--- src/rtl/core/lcc_pkg.sv ---
// Shared types, constants and helper functions of the card number classifier.
`default_nettype none

package lcc_pkg;

    localparam int IN_W   = 63;
    localparam int DIG_W  = 4;
    localparam int DCNT_W = 5;
    localparam int CLS_W  = 3;

    typedef logic [DIG_W-1:0]  digit_t;
    typedef logic [DCNT_W-1:0] dcount_t;
    typedef logic [CLS_W-1:0]  class_t;
    typedef logic [7:0]        lead_t;   // two BCD digits, tens in the upper nibble

    typedef struct packed {
        logic clear;
        logic dabble;
        logic drain;
    } cell_ctrl_t;

    typedef struct packed {
        logic clear;
        logic step;
    } acc_ctrl_t;

    // leading digit pairs, BCD
    localparam lead_t PFX_37 = 8'h37;
    localparam lead_t PFX_30 = 8'h30;
    localparam lead_t PFX_40 = 8'h40;
    localparam lead_t PFX_41 = 8'h41;
    localparam lead_t PFX_49 = 8'h49;
    localparam lead_t PFX_42 = 8'h42;
    localparam lead_t PFX_22 = 8'h22;
    localparam lead_t PFX_55 = 8'h55;
    localparam lead_t PFX_51 = 8'h51;
    localparam lead_t PFX_52 = 8'h52;
    localparam lead_t PFX_35 = 8'h35;
    localparam lead_t PFX_60 = 8'h60;

    localparam dcount_t LEN_13 = 5'd13;
    localparam dcount_t LEN_14 = 5'd14;
    localparam dcount_t LEN_15 = 5'd15;
    localparam dcount_t LEN_16 = 5'd16;

    localparam class_t CLASS_NONE = 3'd0;
    localparam class_t CLASS_1    = 3'd1;
    localparam class_t CLASS_2    = 3'd2;
    localparam class_t CLASS_3    = 3'd3;
    localparam class_t CLASS_4    = 3'd4;
    localparam class_t CLASS_5    = 3'd5;
    localparam class_t CLASS_6    = 3'd6;

    // contribution of one digit to the Luhn sum, doubled on even positions
    function automatic digit_t luhn_term(input digit_t d, input logic dbl);
        logic [DIG_W:0] t;
        t = {d, 1'b0};
        if (!dbl)
            return d;
        else if (t >= 5'd10)
            return DIG_W'(t - 5'd9);
        else
            return t[DIG_W-1:0];
    endfunction

    function automatic class_t classify(input lead_t lead, input dcount_t cnt);
        if (lead == PFX_37 && cnt == LEN_15)
            return CLASS_1;
        else if (lead == PFX_30 && cnt == LEN_14)
            return CLASS_2;
        else if (((lead == PFX_40 || lead == PFX_41 || lead == PFX_49) && cnt == LEN_16) ||
                 (lead == PFX_42 && cnt == LEN_13))
            return CLASS_3;
        else if ((lead == PFX_22 || lead == PFX_55 || lead == PFX_51 || lead == PFX_52) &&
                 cnt == LEN_16)
            return CLASS_4;
        else if (lead == PFX_35 && cnt == LEN_16)
            return CLASS_5;
        else if (lead == PFX_60 && cnt == LEN_16)
            return CLASS_6;
        else
            return CLASS_NONE;
    endfunction

endpackage

`default_nettype wire

--- src/rtl/core/lcc_digit_cell.sv ---
// One BCD digit cell: shift-add-3 step during conversion, shift toward cell 0 during drain.
`default_nettype none

module lcc_digit_cell
    import lcc_pkg::*;
(
    input  wire logic       clk,
    input  wire cell_ctrl_t ctrl,
    input  wire logic       bit_in,    // from the lower neighbor
    input  wire digit_t     digit_in,  // from the upper neighbor
    output logic            bit_out,
    output digit_t          digit
);

    digit_t digit_reg;
    digit_t digit_next;
    digit_t adj;

    always_comb
    begin
        adj = (digit_reg >= 4'd5) ? digit_reg + 4'd3 : digit_reg;
        if (ctrl.clear)
            digit_next = '0;
        else if (ctrl.dabble)
            digit_next = {adj[DIG_W-2:0], bit_in};
        else if (ctrl.drain)
            digit_next = digit_in;
        else
            digit_next = digit_reg;
    end

    always_ff @(posedge clk)
    begin
        digit_reg <= digit_next;
    end

    assign bit_out = adj[DIG_W-1];
    assign digit   = digit_reg;

endmodule

`default_nettype wire

--- src/rtl/core/lcc_luhn_acc.sv ---
// Luhn sum, digit count and leading-pair tracker fed one digit per cycle; classifies at the end.
`default_nettype none

module lcc_luhn_acc
    import lcc_pkg::*;
#(
    parameter int MAX_DIGITS = 19
)
(
    input  wire logic                          clk,
    input  wire acc_ctrl_t                     ctrl,
    input  wire logic [$clog2(MAX_DIGITS)-1:0] idx,    // digit position, 0 = least significant
    input  wire digit_t                        digit,
    input  wire logic                          ovf,
    output class_t                             brand,
    output logic                               ok,
    output dcount_t                            count
);

    digit_t  sum_reg,   sum_next;     // Luhn sum mod 10
    dcount_t count_reg, count_next;
    digit_t  hi_reg,    hi_next;
    digit_t  lo_reg,    lo_next;
    digit_t  prev_reg,  prev_next;

    digit_t         term;
    logic [DIG_W:0] sum_raw;

    always_comb
    begin
        term       = luhn_term(digit, idx[0]);
        sum_raw    = {1'b0, sum_reg} + {1'b0, term};
        sum_next   = sum_reg;
        count_next = count_reg;
        hi_next    = hi_reg;
        lo_next    = lo_reg;
        prev_next  = prev_reg;
        if (ctrl.clear)
        begin
            sum_next   = '0;
            count_next = '0;
            hi_next    = '0;
            lo_next    = '0;
            prev_next  = '0;
        end
        else if (ctrl.step)
        begin
            sum_next  = (sum_raw >= 5'd10) ? DIG_W'(sum_raw - 5'd10) : sum_raw[DIG_W-1:0];
            prev_next = digit;
            // highest nonzero digit so far sets length and leading pair
            if (digit != '0)
            begin
                count_next = DCNT_W'(idx) + 5'd1;
                hi_next    = digit;
                lo_next    = prev_reg;
            end
        end
    end

    always_ff @(posedge clk)
    begin
        sum_reg   <= sum_next;
        count_reg <= count_next;
        hi_reg    <= hi_next;
        lo_reg    <= lo_next;
        prev_reg  <= prev_next;
    end

    assign ok    = (sum_reg == '0);
    assign count = ovf ? DCNT_W'(MAX_DIGITS) : count_reg;
    assign brand = (!ovf && ok) ? classify({hi_reg, lo_reg}, count_reg) : CLASS_NONE;

endmodule

`default_nettype wire

--- src/rtl/core/luhn_card_number_classifier.sv ---
// Top level of the Luhn card number checker and classifier.
`default_nettype none

// Usage
//   Input channel: card_number with card_valid / card_stall. An item is taken
//   at a clock edge with card_valid high and card_stall low. card_stall is
//   high while an item is being worked on.
//   Output channel: brand_class, luhn_ok, digit_count with result_valid /
//   result_stall. A result is held in an output register until taken, and a
//   new card number is accepted while it waits.
//   Work on one item: shift-add-3 conversion of all input bits through a
//   chain of MAX_DIGITS BCD cells (one input bit per cycle), then draining
//   the MAX_DIGITS digits out of cell 0 into the Luhn accumulator, then
//   classifying and loading the result into the output register. A new
//   card number is taken only once the previous one has been loaded there.
//   If the receiver stalls, the finished item waits in the classify step
//   until the output register is free; nothing is dropped.
//   Reset (rst_n low, asynchronous) returns to idle with no result pending.
//   Numbers wider than MAX_DIGITS digits report MAX_DIGITS, the Luhn result
//   of the low digits, and class 0.

module luhn_card_number_classifier
    import lcc_pkg::*;
#(
    parameter int MAX_DIGITS = 19
)
(
    input  wire logic            clk,
    input  wire logic            rst_n,
    input  wire logic [IN_W-1:0] card_number,
    input  wire logic            card_valid,
    output logic                 card_stall,
    output logic [CLS_W-1:0]     brand_class,
    output logic                 luhn_ok,
    output logic [DCNT_W-1:0]    digit_count,
    output logic                 result_valid,
    input  wire logic            result_stall
);

    localparam int IDX_W = $clog2(MAX_DIGITS);
    localparam int CNT_W = $clog2(IN_W);
    localparam logic [CNT_W-1:0] LAST_BIT = CNT_W'(IN_W - 1);
    localparam logic [CNT_W-1:0] LAST_DIG = CNT_W'(MAX_DIGITS - 1);

    localparam logic [1:0] ST_IDLE  = 2'd0;
    localparam logic [1:0] ST_CONV  = 2'd1;
    localparam logic [1:0] ST_DRAIN = 2'd2;
    localparam logic [1:0] ST_DONE  = 2'd3;

    logic [1:0]       state_reg, state_next;
    logic [CNT_W-1:0] cnt_reg,   cnt_next;
    logic [IN_W-1:0]  num_reg,   num_next;
    logic             ovf_reg,   ovf_next;
    logic             vld_reg,   vld_next;
    class_t           brand_reg;
    logic             ok_reg;
    dcount_t          count_reg;

    logic       accept;
    logic       load;
    cell_ctrl_t cell_ctrl;
    acc_ctrl_t  acc_ctrl;

    logic [MAX_DIGITS:0] bit_c;              // carry chain, cell i -> cell i+1
    digit_t              digit_c [0:MAX_DIGITS]; // drain chain, cell i+1 -> cell i

    class_t  acc_brand;
    logic    acc_ok;
    dcount_t acc_count;

    assign accept = card_valid && !card_stall;
    assign load   = (state_reg == ST_DONE) && (!vld_reg || !result_stall);

    assign cell_ctrl.clear  = accept;
    assign cell_ctrl.dabble = (state_reg == ST_CONV);
    assign cell_ctrl.drain  = (state_reg == ST_DRAIN);
    assign acc_ctrl.clear   = accept;
    assign acc_ctrl.step    = (state_reg == ST_DRAIN);

    // MSB of the number enters the bottom cell first
    assign bit_c[0]            = num_reg[IN_W-1];
    assign digit_c[MAX_DIGITS] = '0;

    genvar gi;
    generate
        for (gi = 0; gi < MAX_DIGITS; gi++)
        begin : g_cell
            lcc_digit_cell u_cell (
                .clk      (clk),
                .ctrl     (cell_ctrl),
                .bit_in   (bit_c[gi]),
                .digit_in (digit_c[gi+1]),
                .bit_out  (bit_c[gi+1]),
                .digit    (digit_c[gi])
            );
        end
    endgenerate

    lcc_luhn_acc #(
        .MAX_DIGITS (MAX_DIGITS)
    ) u_acc (
        .clk   (clk),
        .ctrl  (acc_ctrl),
        .idx   (cnt_reg[IDX_W-1:0]),
        .digit (digit_c[0]),
        .ovf   (ovf_reg),
        .brand (acc_brand),
        .ok    (acc_ok),
        .count (acc_count)
    );

    always_comb
    begin
        state_next = state_reg;
        cnt_next   = cnt_reg;
        num_next   = num_reg;
        ovf_next   = ovf_reg;
        vld_next   = vld_reg;
        if (vld_reg && !result_stall)
            vld_next = 1'b0;
        case (state_reg)
            ST_IDLE:
            begin
                if (accept)
                begin
                    num_next   = card_number;
                    ovf_next   = 1'b0;
                    cnt_next   = '0;
                    state_next = ST_CONV;
                end
            end
            ST_CONV:
            begin
                num_next = {num_reg[IN_W-2:0], 1'b0};
                // a carry out of the top cell means more digits than cells
                ovf_next = ovf_reg | bit_c[MAX_DIGITS];
                if (cnt_reg == LAST_BIT)
                begin
                    cnt_next   = '0;
                    state_next = ST_DRAIN;
                end
                else
                    cnt_next = cnt_reg + 1'b1;
            end
            ST_DRAIN:
            begin
                if (cnt_reg == LAST_DIG)
                    state_next = ST_DONE;
                else
                    cnt_next = cnt_reg + 1'b1;
            end
            ST_DONE:
            begin
                if (load)
                begin
                    vld_next   = 1'b1;
                    state_next = ST_IDLE;
                end
            end
            default:
            begin
                state_next = ST_IDLE;
            end
        endcase
    end

    always_ff @(posedge clk or negedge rst_n)
    begin
        if (!rst_n)
        begin
            state_reg <= ST_IDLE;
            cnt_reg   <= '0;
            ovf_reg   <= 1'b0;
            vld_reg   <= 1'b0;
        end
        else
        begin
            state_reg <= state_next;
            cnt_reg   <= cnt_next;
            ovf_reg   <= ovf_next;
            vld_reg   <= vld_next;
        end
    end

    always_ff @(posedge clk)
    begin
        num_reg <= num_next;
        if (load)
        begin
            brand_reg <= acc_brand;
            ok_reg    <= acc_ok;
            count_reg <= acc_count;
        end
    end

    assign card_stall   = (state_reg != ST_IDLE);
    assign result_valid = vld_reg;
    assign brand_class  = brand_reg;
    assign luhn_ok      = ok_reg;
    assign digit_count  = count_reg;

endmodule

`default_nettype wire

--- config.mk ---
export PLATFORM = sky130hd
export DESIGN_NAME = luhn_card_number_classifier
export DESIGN_NICKNAME = d
export VERILOG_FILES = /design/src/rtl/core/lcc_pkg.sv /design/src/rtl/core/lcc_digit_cell.sv /design/src/rtl/core/lcc_luhn_acc.sv /design/src/rtl/core/luhn_card_number_classifier.sv
export SDC_FILE = /design/constraint.sdc
export NUM_CORES = 1
export LEC_CHECK = 0
export ABC_AREA = 0
export BUFFER_PORTS_ARGS = -buffer_cell sky130_fd_sc_hd__buf_2
export CORE_MARGIN = 5
export CORE_UTILIZATION = 30
export DETAILED_ROUTE_END_ITERATION = 8
export HOLD_SLACK_MARGIN = 0.02
export SETUP_SLACK_MARGIN = 0.02
export SLEW_MARGIN = 10
export SYNTH_ARGS = -nofsm -noshare
export SYNTH_HDL_FRONTEND = slang
export SYNTH_SLANG_ARGS = --single-unit
--- constraint.sdc ---
create_clock -name clk -period 5.73 [get_ports clk]
set_clock_uncertainty 0.2 [all_clocks]
set_input_delay 0.8595 -clock clk [delete_from_list [all_inputs] [get_ports clk]]
set_output_delay 0.8595 -clock clk [all_outputs]
set_load 0.01 [all_outputs]
After elaboration in Yosys (flattened, before gate mapping). Cells that the tools add are included.

Output and inout bits: 11. Input port bits: 67. Flip-flop bits (word level): 179.

Reduce and logical (&&, ||, !) cells: 35. Add/sub/neg operators: 24. Order comparisons: 21. Equal/unequal tests: 26. Bitwise logic cells: 2. Muxes and demuxes: 82.

Operators by type and width (count): two-way mux 4 bit (60); case mux 63 bit (2 select lines) (1); adder 4 x 2 -> 4 bit (second input constant) (19); greater-or-equal comparator 4 x 3 -> 1 bit (second input constant) (19); equality test 8 x 7 -> 1 bit (second input constant) (8); two-way mux 63 bit (1); equality test 8 x 6 -> 1 bit (second input constant) (4); two-way mux 6 bit (3); case mux 6 bit (3 select lines) (1); equality test 5 x 4 -> 1 bit (second input constant) (3); two-way mux 2 bit (6); logical AND 1 bit (11); greater-or-equal comparator 5 x 4 -> 1 bit (second input constant) (2); two-way mux 3 bit (3); case mux 2 bit (4 select lines) (1); subtractor 4 bit (second input constant) (2); logical OR 1 bit (7); adder 6 x 1 -> 6 bit (second input constant) (1); equality test 6 x 5 -> 1 bit (second input constant) (1); equality test 6 bit (second input constant) (1); inequality test 2 bit (second input constant) (3); nonzero test 2 bit (3); adder 4 x 4 -> 5 bit (1); adder 5 x 1 -> 5 bit (second input constant) (1); other kinds (18) (28).

Depth between registers and ports, before layout.
Word-level depth: 9. Mapped depth: 17.

By module. From an unflattened synthesis, not the netlist that was laid out.

Cells, all modules: 1055. Area total of the unflattened synthesis: 10331.2 um^2.

Modules (own cells, without submodules): lcc_digit_cell (area each 280.3 um^2, cells each 35, times used 19, seq. area each 80.1 um^2); luhn_card_number_classifier (area each 3567.2 um^2, cells each 213, times used 1, seq. area each 2412.3 um^2); lcc_luhn_acc (area each 1438.9 um^2, cells each 177, times used 1, seq. area each 420.4 um^2).

Worst setup path before layout. No wires, ideal clock.

Path type: reg-to-reg. From: reg state_reg[1]. To: reg num_reg[0] (enable). Path slack: -0.437 ns. Clock period less this slack: 6.167 ns. Arrival time: 5.396 ns. Library setup time: 0.571 ns. Path buffers: 1. Stages on the path, launching flop included: 6. Cells stage by stage: dfrtp_1 -> inv_1 -> ha_1 -> inv_1 -> clkbuf_1 -> o21ai_0.

Cells in the longest elaborated chain, start to end: 5.

Ends and longest elaborated chain: start, declared (line luhn_card_number_classifier.sv:50) `logic [1:0] state_reg, state_next;`; start signal, assigned (line luhn_card_number_classifier.sv:178) `state_reg <= state_next;`; nonzero test 2 bit (line luhn_card_number_classifier.sv:196) `assign card_stall = (state_reg != ST_IDLE);`; logical NOT 1 bit (line luhn_card_number_classifier.sv:71) `assign accept = card_valid && !card_stall;`; logical AND 1 bit (line luhn_card_number_classifier.sv:71); inequality test 2 bit (no line); AND reduction 2 bit (no line) *; end signal, assigned (line luhn_card_number_classifier.sv:187) `num_reg <= num_next;`; end, declared (line luhn_card_number_classifier.sv:52) `logic [IN_W-1:0] num_reg, num_next;`.

Mark *: on every way between the ends. The rest lies on a longest branch, timed or not. A chain may end at the register's enable or synchronous reset.

Worst setup path after layout.
From: reg g_cell[0].u_cell.digit_reg[1]. To: reg u_acc.sum_reg[1].

Cells in the longest elaborated chain, start to end: 6.

Ends and longest elaborated chain: start, declared (line lcc_digit_cell.sv:15) `digit_t digit_reg;`; start signal, assigned (line lcc_digit_cell.sv:34) `digit_reg <= digit_next;`; greater-or-equal comparator 5 x 4 -> 1 bit or subtractor 4 bit (tied branches) (line lcc_pkg.sv:60, lcc_pkg.sv:61); two-way mux 4 bit (line lcc_pkg.sv:60) `else if (t >= 5'd10)`; two-way mux 4 bit * (line lcc_pkg.sv:58) `if (!dbl)`; adder 4 x 4 -> 5 bit * (line lcc_luhn_acc.sv:32) `sum_raw = {1'b0, sum_reg} + {1'b0, term};`; subtractor 4 bit or greater-or-equal comparator 5 x 4 -> 1 bit (tied branches) (line lcc_luhn_acc.sv:48) `sum_next = (sum_raw >= 5'd10) ? DIG_W'(sum_raw - 5'd10) : sum_raw[DIG_W-1:0];`; two-way mux 4 bit * (line lcc_luhn_acc.sv:48); end signal, assigned (line lcc_luhn_acc.sv:62) `sum_reg <= sum_next;`; end, declared (line lcc_luhn_acc.sv:20) `digit_t sum_reg, sum_next;`.

Marks and branches as above.

==> results_tabular.tex <==
\begin{tabular}{lr}
\hline
Metric & Value \\
\hline
\multicolumn{2}{l}{\textbf{Run status}} \\
\quad Result of the run & completed \\
\multicolumn{2}{l}{\textbf{Die}} \\
\quad Core area & 32,540 um2 \\
\quad Horizontal extent of the die & roughly 190 um \\
\quad Initial cell density of the core & 30.35\% \\
\quad Number of primary I/O pins & 78 \\
\quad Height of the chip & about 190 um \\
\quad Area enclosed by the die boundary & roughly 37,000 um2 \\
\quad Std-Cell Rows & 66 \\
\multicolumn{2}{l}{\textbf{Clocking}} \\
\quad CTS tree & done \\
\quad Post-cts sizing count & 0 \\
\quad Number of buffers between clock root and the deepest sink & 2 \\
\quad TritonCTS Buffers & 17 \\
\quad Clock-pin slew on the worst setup and hold paths & 0.07 ns \\
\quad Setup repair bufs after CTS & 0 \\
\quad Number of buffers added to fix hold violations after cts & 0 \\
\quad Clock root buffer master & sky130\_fd\_sc\_hd\_\_clkbuf\_16 \\
\quad CTS H-tree lvls & 4 \\
\quad Insertion delay to the later sink of the worst-skew pair & 0.44 ns \\
\quad CTS Sinks & about 180 \\
\multicolumn{2}{l}{\textbf{Hold path}} \\
\quad Min-delay worst type & input pin to asynchronous set/reset pin \\
\multicolumn{2}{l}{\textbf{Worst setup path}} \\
\quad Internal reg-to-reg setup slack & 2.17 ns \\
\quad Worst reg2reg path startpoint & g\_cell[0].u\_cell.digit[1] \\
\quad Master of the slowest instance on the critical path & sky130\_fd\_sc\_hd\_\_fa\_1 \\
\quad WP data arrival & 3.72 ns \\
\quad Terminus of the critical flop-to-flop path & u\_acc.sum\_reg[1] \\
\quad Critical path required time & between 5 and 6 ns \\
\quad Stage delay of the slowest cell on the critical path & between 0.4 and 0.5 ns \\
\quad Largest driver fanout on the critical path & 6 \\
\quad Element type at the critical path start & flop \\
\quad Type of destination of the critical path & flop \\
\quad Classification of the worst setup path & flop to flop \\
\quad R2r worst-path depth & 15 \\
\quad Cell Chain, Critical Path & inv\_1, ha\_1, nand2b\_1, a21oi\_2, xnor2\_1, nand2\_1, a21boi\_0, fa\_1, xnor2\_1, inv\_1, ha\_1, o31a\_1, o211ai\_1, or3\_1, a31oi\_1 \\
\multicolumn{2}{l}{\textbf{Synthesis}} \\
\quad Synth Net Count & around 1,100 \\
\quad Top FF cell, synth & sky130\_fd\_sc\_hd\_\_dfxtp\_1 \\
\quad Leading area contributor after synthesis & sky130\_fd\_sc\_hd\_\_edfxtp\_1 \\
\quad Proportion of synthesized chip area in sequential cells & $\sim$44\% \\
\quad Post-synthesis sequential element count & about 180 \\
\quad Cell variety after synth & 56 \\
\quad Post-synth EDFFs & about 70 \\
\quad Largest cells by area after synthesis & sky130\_fd\_sc\_hd\_\_edfxtp\_1, sky130\_fd\_sc\_hd\_\_dfxtp\_1, sky130\_fd\_sc\_hd\_\_mux2\_2, sky130\_fd\_sc\_hd\_\_ha\_1, sky130\_fd\_sc\_hd\_\_mux2i\_1 \\
\quad Synthesis warning total & 0 \\
\quad Post-synth top area share & 21.89\% \\
\quad Gate count after technology mapping & $\sim$1,000 \\
\quad Share of flip-flops with an asynchronous set or reset after synthesis & around 5.6\% \\
\quad Synthesized area & 9876 um2 \\
\quad Syn\_area\_per\_cell & roughly 10 um2 \\
\multicolumn{2}{l}{\textbf{STA}} \\
\quad Number of hold violations in the final report & 0 \\
\quad Worst-case headroom to the max-slew limit & around a fifth \\
\quad Maximum frequency from static timing analysis & 280.7 MHz \\
\quad Post-route setup slack & around 2.2 ns \\
\quad Period utilisation layout & 62.18\% \\
\quad Total Neg Setup Slack & 0 ns \\
\quad Setup repair after global routing missed its margin & false \\
\quad Measured slew at the worst slew-check pin & between 1 and 1.5 ns \\
\quad Max-slew violation total from the final report & 0 \\
\quad Minimum clock period after layout & between 3 and 4 ns \\
\quad Final setup fails & 0 \\
\multicolumn{2}{l}{\textbf{Layout}} \\
\quad Layout cells sized above 1 & 18.28\% \\
\quad Number of nets in the finished design & $\sim$1,200 \\
\quad Fill cell total of the finished layout & 3,315 \\
\quad Commonest cells after routing, fill and taps aside & sky130\_fd\_sc\_hd\_\_dfxtp\_1, sky130\_fd\_sc\_hd\_\_nor2\_1, sky130\_fd\_sc\_hd\_\_buf\_2, sky130\_fd\_sc\_hd\_\_edfxtp\_1, sky130\_fd\_sc\_hd\_\_inv\_1 \\
\quad Layout Area Growth over Synthesis & 13.59\% \\
\quad Most frequent standard cell in the layout excluding fill and tap cells & sky130\_fd\_sc\_hd\_\_dfxtp\_1 \\
\quad Area taken by flip-flops and latches & between 4000 and 5000 um2 \\
\quad Number of flip-flops in the largest register & 76 \\
\quad Final core utilization & between 30\% and 40\% \\
\quad Antenna diode count & 0 \\
\quad Multi-input logic area & around 5000 um2 \\
\multicolumn{2}{l}{\textbf{Route}} \\
\quad Number of vias per cell & a little under 5 \\
\quad Wire length per cell after detailed routing & 13.66 um \\
\quad Routed wire length & 20,530 um \\
\quad Length of the first detailed-routing pass in iterations & 6 \\
\quad Post-route ant nets & 0 \\
\quad Vias & about 7,200 \\
\quad First-iteration detailed-routing DRC count & 493 \\
\quad Number of design rule violations left after detail routing & 0 \\
\multicolumn{2}{l}{\textbf{Placed design}} \\
\quad Detailed-placement wirelength estimate & approximately 14,000 um \\
\quad Setup WS pre-CTS & around 2.2 ns \\
\quad RePlAce Congestion & between 0.8 and 0.9 \\
\quad Port-buffer cells & just under 80 \\
\multicolumn{2}{l}{\textbf{Global routing}} \\
\quad Remaining global-route overflow & 0 \\
\quad First-pass GRT wire length & 34,570 um \\
\quad Maximum number of pins on one net before global-route repair & between 90 and 100 \\
\quad Number of global-route vias before repair & 7,041 \\
\quad Initial antenna violation count & 0 \\
\quad Global routing usage summed across all routing layers & a little under an eighth \\
\multicolumn{2}{l}{\textbf{Power}} \\
\quad Worst vdd ir & approximately 0.35 mV \\
\quad Total power divided by cell area & 657.9 nW/um2 \\
\quad Leakage component of the power & roughly 4.2 nW \\
\multicolumn{2}{l}{\textbf{Flow run}} \\
\quad \# Max-Cap Violations & 0 \\
\hline
\end{tabular}
[cell type report]
class / instances / share of cell area, %
clock buffer: 18 / 3.826
clock inverter: 14 / 1.216
inverter: 70 / 2.342
multi-input combinational: 696 / 44.97
sequential: 179 / 38.81
tap: 442 / 4.930
timing repair buffer: 84 / 3.904
[critical path, delay by kind of cell (launching register included)]
family | cells | cell delay (ns)
buffers and inverters | 2 | 0.19
xor gates and xnor gates | 2 | 0.33
adders and majority gates | 3 | 0.85
DFF | 1 | 0.43
AOI/OAI and AO/OA | 5 | 0.92
and+or+nand+nor | 3 | 0.57
[through the flow]
stage	hold slack [ns]	instance area (um2)	cells	total power (W)
detailed placement	0.2450	10650	1471	0.006272
global route	0.08676	11220	1503	0.008073
global placement	0.2494	10650	1471	0.006185
finish	0.08020	11220	1503	0.007380
CTS	0.07399	11220	1503	0.007456
floorplan	0.2312	9876	1003	0.005495
[where the power goes]
group / switching [W] / internal (W) / total [W]
logic: 0.00207 / 0.00163 / 0.00369
clock network: 0.000567 / 0.000580 / 0.00115
registers: 0.000498 / 0.00204 / 0.00254
[how the worst max path moves through the flow]
stage	startpoint	to
final	g_cell[0].u_cell.digit[1]	u_acc.sum_reg[1]
after CTS	g_cell[0].u_cell.digit[1]	u_acc.sum_reg[1]
after detailed placement	g_cell[0].u_cell.digit[1]	u_acc.sum_reg[2]
after floorplan	state_reg[1]	num_reg[0]
after global placement	g_cell[0].u_cell.digit[1]	u_acc.sum_reg[2]
after global routing	g_cell[0].u_cell.digit[1]	u_acc.sum_reg[1]
[metal layers]
layer | vias up | part of all wire (%) | global-route usage (%)
li1 | 3681 | - | -
met1 | 3453 | 47 | 14.60
met2 | 83 | 49 | 19.45
met3 | 32 | 2.2 | 1.717
met4 | 0 | 1.8 | 3.812
met5 | - | 0 | 0
[cell usage after synthesis, types with 7 or more instances]
cell type                   n
sky130_fd_sc_hd__buf_1      9
sky130_fd_sc_hd__mux2i_1   59
sky130_fd_sc_hd__a311o_1   17
sky130_fd_sc_hd__dfrtp_1   10
sky130_fd_sc_hd__nand2_1   55
sky130_fd_sc_hd__a22oi_1   17
sky130_fd_sc_hd__nor2b_1    8
sky130_fd_sc_hd__a211oi_1  43
sky130_fd_sc_hd__ha_1      49
sky130_fd_sc_hd__buf_2     22
sky130_fd_sc_hd__edfxtp_1  72
sky130_fd_sc_hd__nand2b_1  41
sky130_fd_sc_hd__dfxtp_1   97
sky130_fd_sc_hd__o21ai_0   37
sky130_fd_sc_hd__o31ai_1   19
sky130_fd_sc_hd__nor2_1    84
sky130_fd_sc_hd__inv_1     70
sky130_fd_sc_hd__nor3_1     7
sky130_fd_sc_hd__a21oi_1   58
sky130_fd_sc_hd__o21a_1    18
sky130_fd_sc_hd__nand3_1   42
sky130_fd_sc_hd__mux2_2    64
sky130_fd_sc_hd__clkbuf_1  26
sky130_fd_sc_hd__xnor2_1   22
[logic make-up after synthesis]
kind of cell,synth area share [%]
adder cells (fa/ha/maj),6.411
AO/OA/AOI/OAI,16.41
multiplexers,13.28
buffers and inverters,5.220
AND/OR/NAND/NOR,12.38
XOR/XNOR,2.217
flip-flops,44.09
(Power assumes the default switching activity.)
